**config.mk**
```make
export PLATFORM = sky130hd
export DESIGN_NAME = vn_sqrt_cell
export DESIGN_NICKNAME = d
export VERILOG_FILES = /design/src/design/vn_sqrt_cell.sv
export SDC_FILE = /design/constraint.sdc
export NUM_CORES = 1
export LEC_CHECK = 0
export BUFFER_PORTS_ARGS = -buffer_cell sky130_fd_sc_hd__buf_2
export CORE_ASPECT_RATIO = 0.5
export CORE_MARGIN = 8
export CORE_UTILIZATION = 40
export CTS_BUF_LIST = sky130_fd_sc_hd__clkbuf_4 sky130_fd_sc_hd__clkbuf_8
export DETAILED_ROUTE_END_ITERATION = 8
export GPL_TIMING_DRIVEN = 0
export PLACE_DENSITY_LB_ADDON = 0.08
export SYNTH_ARGS = -nofsm -noshare
export SYNTH_HDL_FRONTEND = slang
export SYNTH_SLANG_ARGS = --single-unit
export TNS_END_PERCENT = 20
```
**constraint.sdc**
```tcl
create_clock -name clk -period 2.8 [get_ports clk]
set_input_delay 0.7 -clock clk [delete_from_list [all_inputs] [get_ports clk]]
set_output_delay 0.7 -clock clk [all_outputs]
set_load 0.02 [all_outputs]
```
**src/design/vn_sqrt_cell.sv**
```systemverilog
// One cell of the square root chain: settles one bit of the root per cycle while enabled.
`default_nettype none
module vn_sqrt_cell #(
  parameter int W      = 16,
  parameter int SIDE_W = 52
) (
  input  wire logic              clk,
  input  wire logic              rst_n,
  input  wire logic              en,
  input  wire logic              in_valid,
  input  wire logic [2*W-1:0]    in_rad,
  input  wire logic [W+1:0]      in_rem,
  input  wire logic [W-1:0]      in_root,
  input  wire logic [SIDE_W-1:0] in_side,
  output logic                   out_valid,
  output logic [2*W-1:0]         out_rad,
  output logic [W+1:0]           out_rem,
  output logic [W-1:0]           out_root,
  output logic [SIDE_W-1:0]      out_side
);

  logic              valid_r;
  logic [2*W-1:0]    rad_r, rad_nxt;
  logic [W+1:0]      rem_r, rem_nxt;
  logic [W-1:0]      root_r, root_nxt;
  logic [SIDE_W-1:0] side_r;
  logic [W+3:0]      shifted;
  logic [W+3:0]      trial;
  logic [W+3:0]      diff;
  logic              fits;

  // Bring down the next two radicand bits and try the digit one.
  always_comb begin
    shifted  = {in_rem, in_rad[2*W-1 -: 2]};
    trial    = {2'b00, in_root, 2'b01};
    diff     = shifted - trial;
    fits     = (shifted >= trial);
    rem_nxt  = fits ? diff[W+1:0] : shifted[W+1:0];
    root_nxt = {in_root[W-2:0], fits};
    rad_nxt  = {in_rad[2*W-3:0], 2'b00};
  end

  // Valid flag is control state; the payload needs no reset.
  always_ff @(posedge clk) begin
    if (!rst_n) begin
      valid_r <= 1'b0;
    end else if (en) begin
      valid_r <= in_valid;
    end
  end

  always_ff @(posedge clk) begin
    if (en) begin
      rad_r  <= rad_nxt;
      rem_r  <= rem_nxt;
      root_r <= root_nxt;
      side_r <= in_side;
    end
  end

  assign out_valid = valid_r;
  assign out_rad   = rad_r;
  assign out_rem   = rem_r;
  assign out_root  = root_r;
  assign out_side  = side_r;

endmodule
`default_nettype wire

```
==> impl_metrics.json <==
{
  "status": "complete, no violations",
  "grt_pass1_vias": 3219,
  "cp.required_ps": 2950,
  "drtIter0Drc": 167,
  "clkLatencyLatePin_ps": 400,
  "synth_most_common_cell": "edfxtp_1",
  "pin_count": 241,
  "synth_top_family_by_area": "compound AO/OA/AOI/OAI gates",
  "fin_crit_sh": 0.908,
  "hpwl_um": 9470,
  "drc_errors": 0,
  "yosysSeqAreaShare": 0.743,
  "crit_type": "primary input to register",
  "antenna_found_initial": 0,
  "synth_cell_types": 45,
  "clock_skew_ps": 0,
  "clock-sinks": 117,
  "fin_util": 0.565,
  "rsz0062_at_grt": "false",
  "finalSetupTns_ps": 0,
  "maxCapViolCount": 0,
  "dpl_cell_area_um2": 6150,
  "clock_path_buffers": 2,
  "worst_slew_pin_slew_ps": 653,
  "synth_xor_area_frac": 0.0316,
  "endpoint_kind": "register",
  "nFillCells": 1031,
  "yosys.area.top_type": "edfxtp_1",
  "synth_top_cell_area_share": 0.739,
  "drive_above_1_share": 0.561,
  "finalPower_mw": 4.53,
  "synth_compound_area_frac": 0.0677,
  "clk_pin_slew_ps": 80,
  "avgSynthCellArea_um2": 17.5,
  "cts_max_level": 4,
  "synth-seq-cells": 117,
  "holdWs_ps": 458,
  "grt_max_degree": 71,
  "wl_per_cell_um": 16.9,
  "crit_fanout": 10,
  "synth-edff-count": 116,
  "place_inst": 675,
  "critPathLaunchType": "primary input",
  "synth_warnings": 0,
  "cts_tree": "built",
  "finalInstanceArea_um2": 6590,
  "final_cells": 711,
  "drt-pass1-iter-count": 4,
  "synth_flop_cell": "edfxtp_1",
  "synth_commonest_cells": "edfxtp_1, inv_1, ha_1",
  "area_delta_synth_final_pct": 39.8,
  "worstPathArrival_ps": 2690,
  "nets": 673,
  "synth-simple-area-share": 0.0366,
  "synth_area_leaders": "edfxtp_1, ha_1, xnor2_1",
  "numCtsBuffers": 17,
  "cts_hold_buf": 0,
  "final-max-slew-violation-count": 0,
  "core.rowCount": 28,
  "synth.area.mux_share": 0.0480,
  "grt-ovfl-total": 0,
  "maxSlewHeadroom": 0.564,
  "ir_drop_uv": 353,
  "synthArstFlopShare": 0,
  "pwr_density_cell_nw_per_um2": 688,
  "syn_area_um2": 4720,
  "die_y_um": 92.8,
  "fin_ws_ps": 258,
  "start_util": 0.404,
  "dp_slack_ps": -413,
  "setup_viol": 0,
  "grt_usage": 0.150,
  "synthAdderAreaFrac": 0.0478,
  "portBuffers": 238,
  "fp.dieW_um": 170,
  "grt_pass1_wl_um": 17900,
  "max_freq_mhz": 393,
  "power_leakage_nw": 2.91,
  "coreArea_um2": 11700,
  "synthCells": 270,
  "totalWireLength_um": 12000,
  "hold_class": "primary input to register",
  "root_buffer": "clkbuf_8",
  "die_area_um2": 15700,
  "finalCriticalPeriod_ps": 2540,
  "ant_nets": 0,
  "vias": 3122,
  "drt-vias-per-instance": 4.39,
  "gp_congestion": 0.757,
  "hold_viol": 0
}
[sequential cells by signal (all words and copies together), names as in the netlist]
name       flops
out_side      52
out_valid      1
out_root      16
out_rad       30
out_rem       18
[kinds of logic after synthesis]
logic type / after synthesis
DFF: 117
adders and majority gates: 18
muxes: 18
other: 1
and+or+nand+nor: 35
AOI/OAI and AO/OA: 40
xor gates and xnor gates: 17
buffers and inverters: 24
[cells in the final DEF (no fill, tap or decap), types with 3 or more instances in the layout]
master	instances
xor2_1	4
nand2_1	10
mux2_4	7
edfxtp_1	116
o21ai_0	3
o21a_1	3
o21ai_1	3
bufinv_16	3
nor2_1	10
buf_4	7
clkinv_4	6
buf_2	239
clkbuf_8	17
xnor2_1	13
a21oi_1	10
inv_1	19
ha_1	18
mux2_2	9
[final cells by class]
type                    instances  area (um^2)  share of cell area
multi-input cells             130         1100               0.167
diodes                          1         2.50            0.000380
inverters                      19         71.3              0.0108
clock buffers                  17          234              0.0355
well taps                     165          206              0.0313
plain buffers                   5         45.0             0.00683
flip-flops and latches        117         3500               0.532
clock inverters                14          178              0.0270
repair buffers                243         1250               0.190
[worst paths after layout]
check	slack, ps	from	depth (start not counted)	end
min reg2reg	530	out_valid$_SDFFE_PN0P_	2	out_valid$_SDFFE_PN0P_
max	260	in_root[4]	11	out_rem[14]$_DFFE_PP_
min	460	in_side[47]	1	out_side[47]$_DFFE_PP_
max reg2reg	2210	out_valid$_SDFFE_PN0P_	2	out_valid$_SDFFE_PN0P_
[report_power, final]
group,switching (mW),internal (mW),leakage [nW],total [mW]
combinational,0.478,0.327,1.55,0.805
clock,0.697,0.886,0.206,1.58
sequential,0.0335,2.11,1.14,2.15
[layer usage]
metal | GRT usage | part of all wire
met3 | 0.0518 | 0.074
met2 | 0.285 | 0.55
met5 | 0 | 0
met4 | 0.0461 | 0.0079
met1 | 0.154 | 0.37
[critical path, cell delays in order]
cell	delay [ps]
buf_2	90
inv_1	40
ha_1	360
nand2_1	170
o21ai_1	90
a31oi_1	410
a21oi_2	100
nor2b_2	170
o21ai_4	90
buf_12	180
mux2_4	290
[what timing repair did]
| item | in CTS | in global routing |
|---|---|---|
| gates resized for setup | 0 | 0 |
| buffers inserted | 0 | 4 |
| setup endpoints to repair | 0 | 7 |
No activity file was read; power rests on OpenSTA's default activity.
