**src/design/vn_pkg.sv**
```systemverilog
// Shared constants and types for the vector normalisation pipeline.
`default_nettype none
package vn_pkg;

  // Fraction bits of the normalised components.
  localparam int FRAC_OUT = 14;
  // Quotient bits: the magnitude never exceeds the length, so the result is at most 2^14.
  localparam int QW = FRAC_OUT + 1;
  // Width of every result field except the flag.
  localparam int OUT_W = 16;
  // Width of the epsilon register.
  localparam int EPS_W = 16;
  localparam logic [EPS_W-1:0] EPS_RESET = 16'd1;
  // Number of vector lanes.
  localparam int LANES = 3;

  // Data that travels beside the quotient lanes through the divider cells.
  typedef struct packed {
    logic             three;
    logic             short_len;
    logic [OUT_W-1:0] len_sat;
    logic [LANES-1:0] neg;
  } div_side_t;

endpackage
`default_nettype wire

```
**src/design/vn_div_cell.sv**
```systemverilog
// One cell of the divider chain: one quotient bit per lane per cycle while enabled.
`default_nettype none
module vn_div_cell #(
  parameter int W = 16
) (
  input  wire logic                                   clk,
  input  wire logic                                   rst_n,
  input  wire logic                                   en,
  input  wire logic                                   in_valid,
  input  wire logic [W-1:0]                           in_div,
  input  wire logic [vn_pkg::LANES-1:0][W-1:0]        in_rem,
  input  wire logic [vn_pkg::LANES-1:0][vn_pkg::QW-1:0] in_low,
  input  wire logic [vn_pkg::LANES-1:0][vn_pkg::QW-1:0] in_q,
  input  wire vn_pkg::div_side_t                      in_side,
  output logic                                        out_valid,
  output logic [W-1:0]                                out_div,
  output logic [vn_pkg::LANES-1:0][W-1:0]             out_rem,
  output logic [vn_pkg::LANES-1:0][vn_pkg::QW-1:0]    out_low,
  output logic [vn_pkg::LANES-1:0][vn_pkg::QW-1:0]    out_q,
  output vn_pkg::div_side_t                           out_side
);
  import vn_pkg::*;

  logic                       valid_r;
  logic [W-1:0]               div_r;
  logic [LANES-1:0][W-1:0]    rem_r, rem_nxt;
  logic [LANES-1:0][QW-1:0]   low_r, low_nxt;
  logic [LANES-1:0][QW-1:0]   q_r, q_nxt;
  div_side_t                  side_r;
  logic [LANES-1:0][W:0]      shifted;
  logic [LANES-1:0][W:0]      diff;
  logic [LANES-1:0]           fits;

  // Restoring division step in each lane against the shared length.
  always_comb begin
    for (int i = 0; i < LANES; i++) begin
      shifted[i] = {in_rem[i], in_low[i][QW-1]};
      diff[i]    = shifted[i] - {1'b0, in_div};
      fits[i]    = (shifted[i] >= {1'b0, in_div});
      rem_nxt[i] = fits[i] ? diff[i][W-1:0] : shifted[i][W-1:0];
      low_nxt[i] = {in_low[i][QW-2:0], 1'b0};
      q_nxt[i]   = {in_q[i][QW-2:0], fits[i]};
    end
  end

  always_ff @(posedge clk) begin
    if (!rst_n) begin
      valid_r <= 1'b0;
    end else if (en) begin
      valid_r <= in_valid;
    end
  end

  always_ff @(posedge clk) begin
    if (en) begin
      div_r  <= in_div;
      rem_r  <= rem_nxt;
      low_r  <= low_nxt;
      q_r    <= q_nxt;
      side_r <= in_side;
    end
  end

  assign out_valid = valid_r;
  assign out_div   = div_r;
  assign out_rem   = rem_r;
  assign out_low   = low_r;
  assign out_q     = q_r;
  assign out_side  = side_r;

endmodule
`default_nettype wire

```
**config.mk**
```make
export PLATFORM = sky130hd
export DESIGN_NAME = vn_div_cell
export DESIGN_NICKNAME = d
export VERILOG_FILES = /design/src/design/vn_pkg.sv /design/src/design/vn_div_cell.sv
export SDC_FILE = /design/constraint.sdc
export NUM_CORES = 1
export LEC_CHECK = 0
export BUFFER_PORTS_ARGS = -buffer_cell sky130_fd_sc_hd__buf_4
export CAP_MARGIN = 20
export CORE_ASPECT_RATIO = 0.6
export CORE_UTILIZATION = 44
export DETAILED_ROUTE_END_ITERATION = 8
export PLACE_DENSITY_LB_ADDON = 0.2
export SETUP_SLACK_MARGIN = 0.05
export SLEW_MARGIN = 20
export SYNTH_ARGS = -nofsm -noshare
export SYNTH_HDL_FRONTEND = slang
export SYNTH_SLANG_ARGS = --single-unit
```
**constraint.sdc**
```tcl
create_clock -name clk -period 2.32 [get_ports clk]
set_input_delay 0.348 -clock clk [delete_from_list [all_inputs] [get_ports clk]]
set_output_delay 0.348 -clock clk [all_outputs]
set_load 0.005 [all_outputs]
```
==> reports/results.ini, run 1 <==
[setup_path]
crit_chain = buf_4, inv_1, ha_1, nand4_1, nor4_4, a2111oi_4, a31oi_4, buf_12, mux2_2
cp-end-kind = flop
reg2reg_slack_ns = 1.72
reg2regPathDepth = 2
r2r-end = out_valid
critPathLaunchType = primary input
worstPathArrival_ns = 2.43
crit_slowest_cell = nor4_4
max_stage_delay_ns = 0.39
worstReg2RegStart = out_valid
path_class = primary input to flop
critical_path.max_fanout = 15
cp_data_required_time_ns = 2.50

[synthesis]
ys_top_cells_by_area = edfxtp_1, ha_1, mux2_2
synth_top_area_cell = edfxtp_1
ys_warn_count = 0
synth_seq_area_share = 0.603
syn-cell-area_um2 = 8590
synth_edf_count = 172
async_flop_share = 0
synth.avg_cell_area_um2 = 13.8
syn_inst = 622
synth_cell_types = 67
synth_flop_cell = edfxtp_1
synth_seq_cells = 173
netlist.area_leader.share = 0.601

[die]
dieArea_um2 = 20100
coreArea_um2 = 19100
fp.dieW_um = 182
start_util = 0.450
placementRows = 39
io_pins = 355
die_y_um = 110

[timing]
clock.fmax_mhz = 445
finalWorstPathRequiredPeriod_ns = 2.25
skew_ns = 0
drv_slew = 0
post-route-period-util = 0.969
rsz0062_at_grt = yes
setup-tns-final_ns = 0
setup_violations = 0
hold_viol = 0

[routing]
drc = 0
drt-pass1-iter-count = 5
drt-total-wl_um = 24800
via_count = 6981
drt_iter0_markers = 453
vias_per_cell = 4.99
wire_per_inst_um = 17.8
antenna_left = 0

[final_layout]
fin_nets = 1351
drive_gt1_frac = 0.534
fillers = 1401
final_common_cell = buf_4
final_cell_mix = buf_4, edfxtp_1, ha_1
multi_input_area_um2 = 3360
n_antenna_cell = 0
final_cells = 1399
seqCellArea_um2 = 5180
syn_to_final_growth_pct = 55.8

[placement]
port_buffers = 348
gp_congestion = 0.925
hpwlAfterDp_um = 19700
placed_cells = 1366

[clock_network]
path_clk_slew_ns = 0.07
root_buffer = clkbuf_16
clock_sinks = 173
cts_buffer_depth = 2
cts_htree_levels = 4
insertion_delay_ns = 0.42
cts_tree = done
cts_buffers = 17
cts_hold_buf = 0

[min_path]
worstHoldPathCells = 1
hold_start = in_low[3]
hp-class = primary input to flop
whs_endpoint = out_low[4]

[grt]
antenna_found_initial = 0
grt_pass1_wl_um = 35900
grt_pass1_vias = 6415
grt.overflow.total = 0
grt_usage = 0.240
grt_start_max_net_pins = 70

[job]
cap_violations = 0

[run_status]
status = complete, no violations

[power_and_ir_drop]
ir_worst_vdd_mv = 0.485
leakage_nw = 5.90
powerDensity_nw_per_um2 = 683

## layout make-up
type / instances / area share
multi-input cells: 399 / 0.251
clock buffers: 17 / 0.0318
repair buffers: 496 / 0.283
well taps: 266 / 0.0249
clock inverters: 14 / 0.0125
inverters: 34 / 0.0101
flip-flops and latches: 173 / 0.387
## logic make-up (layout without fill, tap and decap cells)
| group | after synthesis | in the layout | share of synthesized area |
|---|---|---|---|
| XOR/XNOR | 27 | 27 | 0.0275 |
| buffers and inverters | 52 | 561 | 0.0320 |
| flip-flops | 173 | 173 | 0.603 |
| multiplexers | 45 | 45 | 0.0619 |
| other | 1 | 3 | 0.000436 |
| AND/OR/NAND/NOR | 124 | 124 | 0.0732 |
| adder cells (fa/ha/maj) | 51 | 51 | 0.0769 |
| AO/OA/AOI/OAI | 149 | 149 | 0.125 |
## power by group
group	switching [mW]	leakage, nW	internal [mW]
Clock	1.24	0.293	1.70
Sequential	0.100	1.69	3.82
Combinational	0.991	3.91	1.29
Total	2.33	5.90	6.81
## metrics by stage
| stage | power, mW | util | setup slack, ns | hold slack [ns] | instance area (um^2) |
|---|---|---|---|---|---|
| after floorplan | 4.92 | - | -0.0513 | 0.447 | 8770 |
| after global placement | 6.19 | 0.665 | -0.428 | 0.500 | 12700 |
| after detailed placement | 6.22 | 0.665 | -0.430 | 0.518 | 12700 |
| after CTS | 9.15 | 0.697 | 0.0666 | 0.0719 | 13300 |
| after global routing | 9.52 | 0.702 | 0.00626 | 0.0715 | 13400 |
| final | 9.14 | 0.702 | 0.0715 | 0.0878 | 13400 |
## flip-flops by register name (all words and copies together) (netlist names)
name / count
out_rem: 48
out_low: 42
out_valid: 1
out_q: 45
out_div: 16
out_side: 21
## repair_timing
item | in CTS | in global routing
resized for setup | 3 | 17
setup buffers | 0 | 2
setup endpoints to repair | 14 | 29
pin swaps | 0 | 1
cloned | 0 | 0
## synth_stat cells, types with 10 or more instances
cell and number:
nand3_1 11, edfxtp_1 172, ha_1 48, inv_1 34
xnor2_1 18, o21ai_0 21, nand2_1 28, mux2_2 20
nor3_1 10, nor2_1 27, mux2i_1 10, a21oi_1 39
a211oi_1 12, nor2b_1 11, mux2_4 10
## critical path, delay by kind of cell
kind,cells,cell delay [ns]
simple gates,2,0.66
compound gates,2,0.31
fa+ha+maj,1,0.38
mux,1,0.36
buf+inv,3,0.35
## per-layer routing
| layer | track usage | wire length, um | up-vias |
|---|---|---|---|
| li1 | - | - | 3396 |
| met1 | 0.340 | 11400 | 3276 |
| met2 | 0.368 | 11400 | 289 |
| met3 | 0.0581 | 1850 | 20 |
| met4 | 0.0702 | 264 | 0 |
| met5 | 0 | 0 | - |
## worst max path at each step
stage	endpoint	from	slack [ns]
global route	out_rem[36]	in_div[11]	0.006
global placement	out_rem[12]	in_div[0]	-0.43
CTS	out_rem[30]	in_div[0]	0.07
floorplan	out_rem[23]	in_div[6]	-0.05
detailed placement	out_rem[12]	in_div[0]	-0.43
finish	out_rem[20]	in_div[2]	0.07
(Power assumes the default switching activity.)
==> run 2, diff against run 1 <==
Settings changed: CELL_PAD_IN_SITES_DETAIL_PLACEMENT set to 1, CELL_PAD_IN_SITES_GLOBAL_PLACEMENT set to 1, CORE_UTILIZATION 44 to 34.
==> run 2 against run 1 <==
  * Routed wire length grew 25%
  * Utilization shrank 14 points
  * Non-clock buffer count grew 14
  * Hold slack lost 0.015 ns
  * First-iteration DRC count shrank 12%
  * Die area grew 29%
  * Via count grew 2.5%
  * Flip-flop and latch count is the same
  * Setup slack lost 0.035 ns
  * Sequential power is essentially flat
  * Critical path type unchanged
  * Highest routed layer unchanged
==> reports/results.ini, run 2 (synthesized netlist as in run 1, its figures left out) <==
[final_layout]
postLayoutCoreUtil = 0.561  ; was 0.702
final_area_um2 = 13700  ; was 13400 um^2
fin_nets = 1365  ; was 1351
syn_to_final_growth_pct = 59.9  ; was 55.8%
largest_reg_flops = 48  ; unchanged
drive_gt1_frac = 0.553  ; was 0.534
final_common_cell = buf_4  ; unchanged
final_cells = 1471  ; was 1399
final_cell_mix = buf_4, edfxtp_1, a21oi_1  ; was buf_4, edfxtp_1, ha_1

[grt]
grt_pass1_vias = 7512  ; was 6415
grt_usage = 0.240  ; about the same
grt_pass1_wl_um = 46400  ; was 35900 um
grt_start_max_net_pins = 46  ; was 70
grt.overflow.total = 0  ; unchanged
antenna_found_initial = 2  ; was 0

[setup_path]
cp_data_required_time_ns = 2.52  ; was 2.50 ns
crit_family = compound AO/OA/AOI/OAI gates  ; was simple AND/OR/NAND/NOR gates
cp-end-kind = flop  ; unchanged
crit_slowest_cell = a211oi_1  ; was nor4_4
max_stage_delay_ns = 0.34  ; was 0.39 ns
path_class = primary input to flop  ; unchanged
path_buf_inv = 4  ; was 3
critical_path.max_fanout = 5  ; was 15
critPathLaunchType = primary input  ; unchanged
worstPathArrival_ns = 2.49  ; was 2.43 ns
crit_chain = buf_6, inv_1, ha_1, nor2b_1, o31ai_2, buf_4, a211oi_1, buf_4, a211oi_1, xnor2_1, mux2_4  ; was buf_4, inv_1, ha_1, nand4_1, nor4_4, a2111oi_4, a31oi_4, buf_12, mux2_2

[timing]
skew_ns = 0  ; unchanged
setup-tns-final_ns = 0  ; unchanged
timing.final.ws_setup_ns = 0.0362  ; was 0.0715 ns
hold_ws_ns = 0.0731  ; was 0.0878 ns
finalWorstPathRequiredPeriod_ns = 2.28  ; was 2.25 ns
drv_slew = 0  ; unchanged
setup_violations = 0  ; unchanged
rsz0062_at_grt = yes  ; unchanged
post-route-period-util = 0.984  ; was 0.969
hold_viol = 0  ; unchanged
clock.fmax_mhz = 438  ; was 445 MHz

[die]
fp.dieW_um = 207  ; was 182 um
dieArea_um2 = 25900  ; was 20100 um^2
die_y_um = 125  ; was 110 um
start_util = 0.351  ; was 0.450
placementRows = 44  ; was 39
io_pins = 355  ; unchanged
coreArea_um2 = 24500  ; was 19100 um^2

[clock_network]
clock_sinks = 173  ; unchanged
insertion_delay_ns = 0.44  ; was 0.42 ns
cts_buffers = 17  ; unchanged
root_buffer = clkbuf_16  ; unchanged
cts_hold_buf = 0  ; unchanged
cts_htree_levels = 4  ; unchanged
cts_tree = done  ; unchanged
cts_buffer_depth = 2  ; unchanged
path_clk_slew_ns = 0.07  ; about the same

[min_path]
hp-class = primary input to flop  ; unchanged

[power_and_ir_drop]
clkPwrFrac = 0.325  ; was 0.321
ir_worst_vdd_mv = 0.610  ; was 0.485 mV
pwr-share-seq = 0.416  ; was 0.429
leakage_nw = 5.96  ; was 5.90 nW
powerDensity_nw_per_um2 = 687  ; was 683 nW/um^2
combPwrFrac = 0.259  ; was 0.250
p_int_mw = 6.90  ; was 6.81 mW
switching_share = 0.269  ; was 0.255
power_mw = 9.44  ; was 9.14 mW
power.switching_mw = 2.54  ; was 2.33 mW

[routing]
drt-pass1-iter-count = 4  ; was 5
drt_iter0_markers = 398  ; was 453
via_count = 7157  ; was 6981
wire_per_inst_um = 21.1  ; was 17.8 um
drt-total-wl_um = 31100  ; was 24800 um
antenna_left = 0  ; unchanged
drc = 0  ; unchanged
vias_per_cell = 4.87  ; was 4.99

[placement]
dp_slack_ns = -0.477  ; was -0.430 ns
post_dp_cell_area_um2 = 12900  ; was 12700 um^2
hpwlAfterDp_um = 24400  ; was 19700 um
gp_congestion = 0.871  ; was 0.925
placed_cells = 1433  ; was 1366
port_buffers = 348  ; unchanged

[job]
cap_violations = 0  ; unchanged

[run_status]
status = complete, no violations  ; unchanged

## run 2: changes by cell type in the layout (fill, tap and decap cells not counted), moves of 3 or more
cell,before,now
ha_4,7,12
buf_4,489,499
inv_2,0,3
ha_1,40,32
buf_12,4,7
ha_2,1,4
o21ai_2,1,4
inv_1,32,28
## run 2: layer usage
layer  wire length [um]  vias to the layer above  global-route usage
li1                   -                     3414                   -
met1              14500                     3489               0.329
met2              14300                      220               0.375
met3               1780                       34              0.0615
met4                546                        0              0.0680
met5                  0                        -                   0
## run 2: final timing paths
path | startpoint | endpoint | cells past startpoint | slack (ns)
max | in_div[1] | out_rem[27] | 11 | 0.04
min | in_side[0] | out_side[0] | 1 | 0.07
max reg2reg | out_valid | out_valid | 2 | 1.72
min reg2reg | out_valid | out_valid | 2 | 0.54
## run 2: final cells by class
class,count,area [um^2]
sequential,173,5180
clock buffer,17,425
clock inverter,15,188
inverter,34,139
tap,322,403
multi-input combinational,399,3460
timing repair buffer,510,3950
antenna,1,2.50
fill,2536,10800
## run 2: power by group through the flow
stage | clock, mW | combinational, mW | sequential, mW
after floorplan | 0 | 0.902 | 4.01
after global placement | 0 | 2.28 | 3.98
after detailed placement | 0 | 2.33 | 3.99
after CTS | 3.15 | 2.35 | 3.93
after global routing | 3.27 | 2.62 | 3.96
final | 3.07 | 2.44 | 3.93
## run 2: repair_timing
action | 4_1_cts | 5_1_grt
gates cloned | 0 | 1
pin swaps | 0 | 10
resized for setup | 2 | 39
endpoints found under the setup margin | 3 | 35
buffers inserted | 0 | 4
## run 2: worst register-to-register path, delay by kind of cell, from the launching register on
family | cells | cell delay, ns
flops | 1 | 0.31
mux | 1 | 0.12
simple gates | 1 | 0.06
==> run 3, diff against run 2 <==
Settings changed: GPL_TIMING_DRIVEN set to 0, PLACE_DENSITY_LB_ADDON 0.2 to 0.15.
==> run 3 against run 2 <==
  * Critical path depth fell by 1
  * Non-clock buffer count down 116
  * Combinational power shrank 7%
  * Via count down 6.7%
  * Clock power increased by 4%
  * Die area stayed put
  * Final cell count shrank 8.0%
  * Clock skew unchanged
  * Critical endpoint is now out_rem[31]
  * Hold slack better by 0.0028 ns
  * Highest routed layer unchanged
==> reports/results.ini, run 3 (synthesized netlist as in run 1, its figures left out) <==
[placement]
placed_cells = 1295  ; was 1433
port_buffers = 348  ; unchanged
dp_slack_ns = -0.760  ; was -0.477 ns
post_dp_cell_area_um2 = 11800  ; was 12900 um^2
gp_congestion = 0.840  ; was 0.871
hpwlAfterDp_um = 22400  ; was 24400 um

[die]
die_y_um = 125  ; unchanged
coreArea_um2 = 24500  ; unchanged
start_util = 0.351  ; unchanged
io_pins = 355  ; unchanged
placementRows = 44  ; unchanged
dieArea_um2 = 25900  ; unchanged
fp.dieW_um = 207  ; unchanged

[clock_network]
cts_buffer_depth = 2  ; unchanged
cts_buffers = 17  ; unchanged
path_clk_slew_ns = 0.07  ; about the same
root_buffer = clkbuf_16  ; unchanged
clock_sinks = 173  ; unchanged
cts_htree_levels = 4  ; unchanged
insertion_delay_ns = 0.44  ; about the same
cts_hold_buf = 0  ; unchanged
cts_tree = done  ; unchanged

[job]
cap_violations = 0  ; unchanged

[final_layout]
n_antenna_cell = 0  ; was 1
final_common_cell = buf_4  ; unchanged
fin_nets = 1249  ; was 1365
syn_to_final_growth_pct = 52.9  ; was 59.9%
final_cell_mix = buf_4, edfxtp_1, a21oi_1  ; unchanged
postLayoutCoreUtil = 0.536  ; was 0.561
final_cells = 1354  ; was 1471
largest_reg_flops = 48  ; unchanged
final_area_um2 = 13100  ; was 13700 um^2
drive_gt1_frac = 0.516  ; was 0.553

[timing]
worst_slew_pin_slew_ns = 0.653
hold_ws_ns = 0.0758  ; was 0.0731 ns
hold_viol = 0  ; unchanged
skew_ns = 0  ; unchanged
drv_slew = 0  ; unchanged
finalWorstPathRequiredPeriod_ns = 2.27  ; was 2.28 ns
setup_violations = 0  ; unchanged
setup-tns-final_ns = 0  ; unchanged
rsz0062_at_grt = yes  ; unchanged
timing.final.ws_setup_ns = 0.0520  ; was 0.0362 ns
post-route-period-util = 0.978  ; was 0.984
clock.fmax_mhz = 441  ; was 438 MHz
slew_headroom = 0.565

[routing]
via_count = 6676  ; was 7157
antenna_left = 0  ; unchanged
wire_per_inst_um = 21.6  ; was 21.1 um
drt-pass1-iter-count = 4  ; unchanged
drc = 0  ; unchanged
drt-total-wl_um = 29200  ; was 31100 um
drt_iter0_markers = 416  ; was 398
vias_per_cell = 4.93  ; was 4.87

[setup_path]
cp_data_required_time_ns = 2.52  ; about the same
critical_path.max_fanout = 4  ; was 5
worstPathArrival_ns = 2.47  ; was 2.49 ns
critPathLaunchType = primary input  ; unchanged
max_stage_delay_ns = 0.38  ; was 0.34 ns
crit_chain = buf_8, clkinvlp_4, ha_4, nand4_1, nor4_4, a2111oi_4, a31oi_4, buf_12, buf_6, mux2_2  ; was buf_6, inv_1, ha_1, nor2b_1, o31ai_2, buf_4, a211oi_1, buf_4, a211oi_1, xnor2_1, mux2_4
crit_slowest_cell = nor4_4  ; was a211oi_1
path_class = primary input to flop  ; unchanged
cp-end-kind = flop  ; unchanged
reg2regPathDepth = 2  ; unchanged

[grt]
grt_pass1_wl_um = 42600  ; was 46400 um
antenna_found_initial = 0  ; was 2
grt.overflow.total = 0  ; unchanged
grt_pass1_vias = 6797  ; was 7512
grt_usage = 0.224  ; was 0.240
grt_start_max_net_pins = 95  ; was 46

[min_path]
worstHoldPathCells = 1  ; unchanged
hp-class = primary input to flop  ; unchanged

[power_and_ir_drop]
ir_worst_vdd_mv = 0.488  ; was 0.610 mV
power_mw = 9.39  ; was 9.44 mW
leakage_nw = 5.47  ; was 5.96 nW
powerDensity_nw_per_um2 = 715  ; was 687 nW/um^2

[run_status]
status = complete, no violations  ; unchanged

[run 3: path summary, 6_finish.rpt]
path | endpoint | slack, ns | startpoint
worst max-delay path | out_rem[31] | 0.05 | in_div[3]
worst min-delay path | out_side[19] | 0.08 | in_side[19]
worst max register to register | out_valid | 1.72 | out_valid
worst min register to register | out_valid | 0.53 | out_valid
[run 3: cell type report]
cell class              count  area [um^2]
plain buffers              15          176
clock buffers              19          433
clock inverters            13          209
fillers                  2496        11400
inverters                  34          150
multi-input cells         399         3610
flip-flops and latches    173         5180
well taps                 322          403
repair buffers            379         2970
[run 3: worst max-delay path, delay by kind of cell]
| kind | cells | cell delay, ns |
|---|---|---|
| AO/OA/AOI/OAI | 2 | 0.31 |
| adder cells (fa/ha/maj) | 1 | 0.35 |
| buffers and inverters | 4 | 0.52 |
| multiplexers | 1 | 0.34 |
| AND/OR/NAND/NOR | 2 | 0.59 |
[run 3: power breakdown]
part	internal (mW)	switching, mW
clock	1.92	1.28
combinational	1.23	1.04
sequential	3.82	0.0955
[run 3: what timing repair did]
item,in CTS,in global routing
setup buffers,19,10
cloned,0,1
pin swaps,12,22
gates resized for setup,31,53
setup endpoints to repair,43,40
[run 3: metal layers]
layer / share of wire / vias to the layer above / track usage
met5: 0 / - / 0
li1: - / 3182 / -
met3: 0.079 / 23 / 0.0774
met1: 0.46 / 3216 / 0.308
met4: 0.011 / 0 / 0.0496
met2: 0.45 / 255 / 0.339
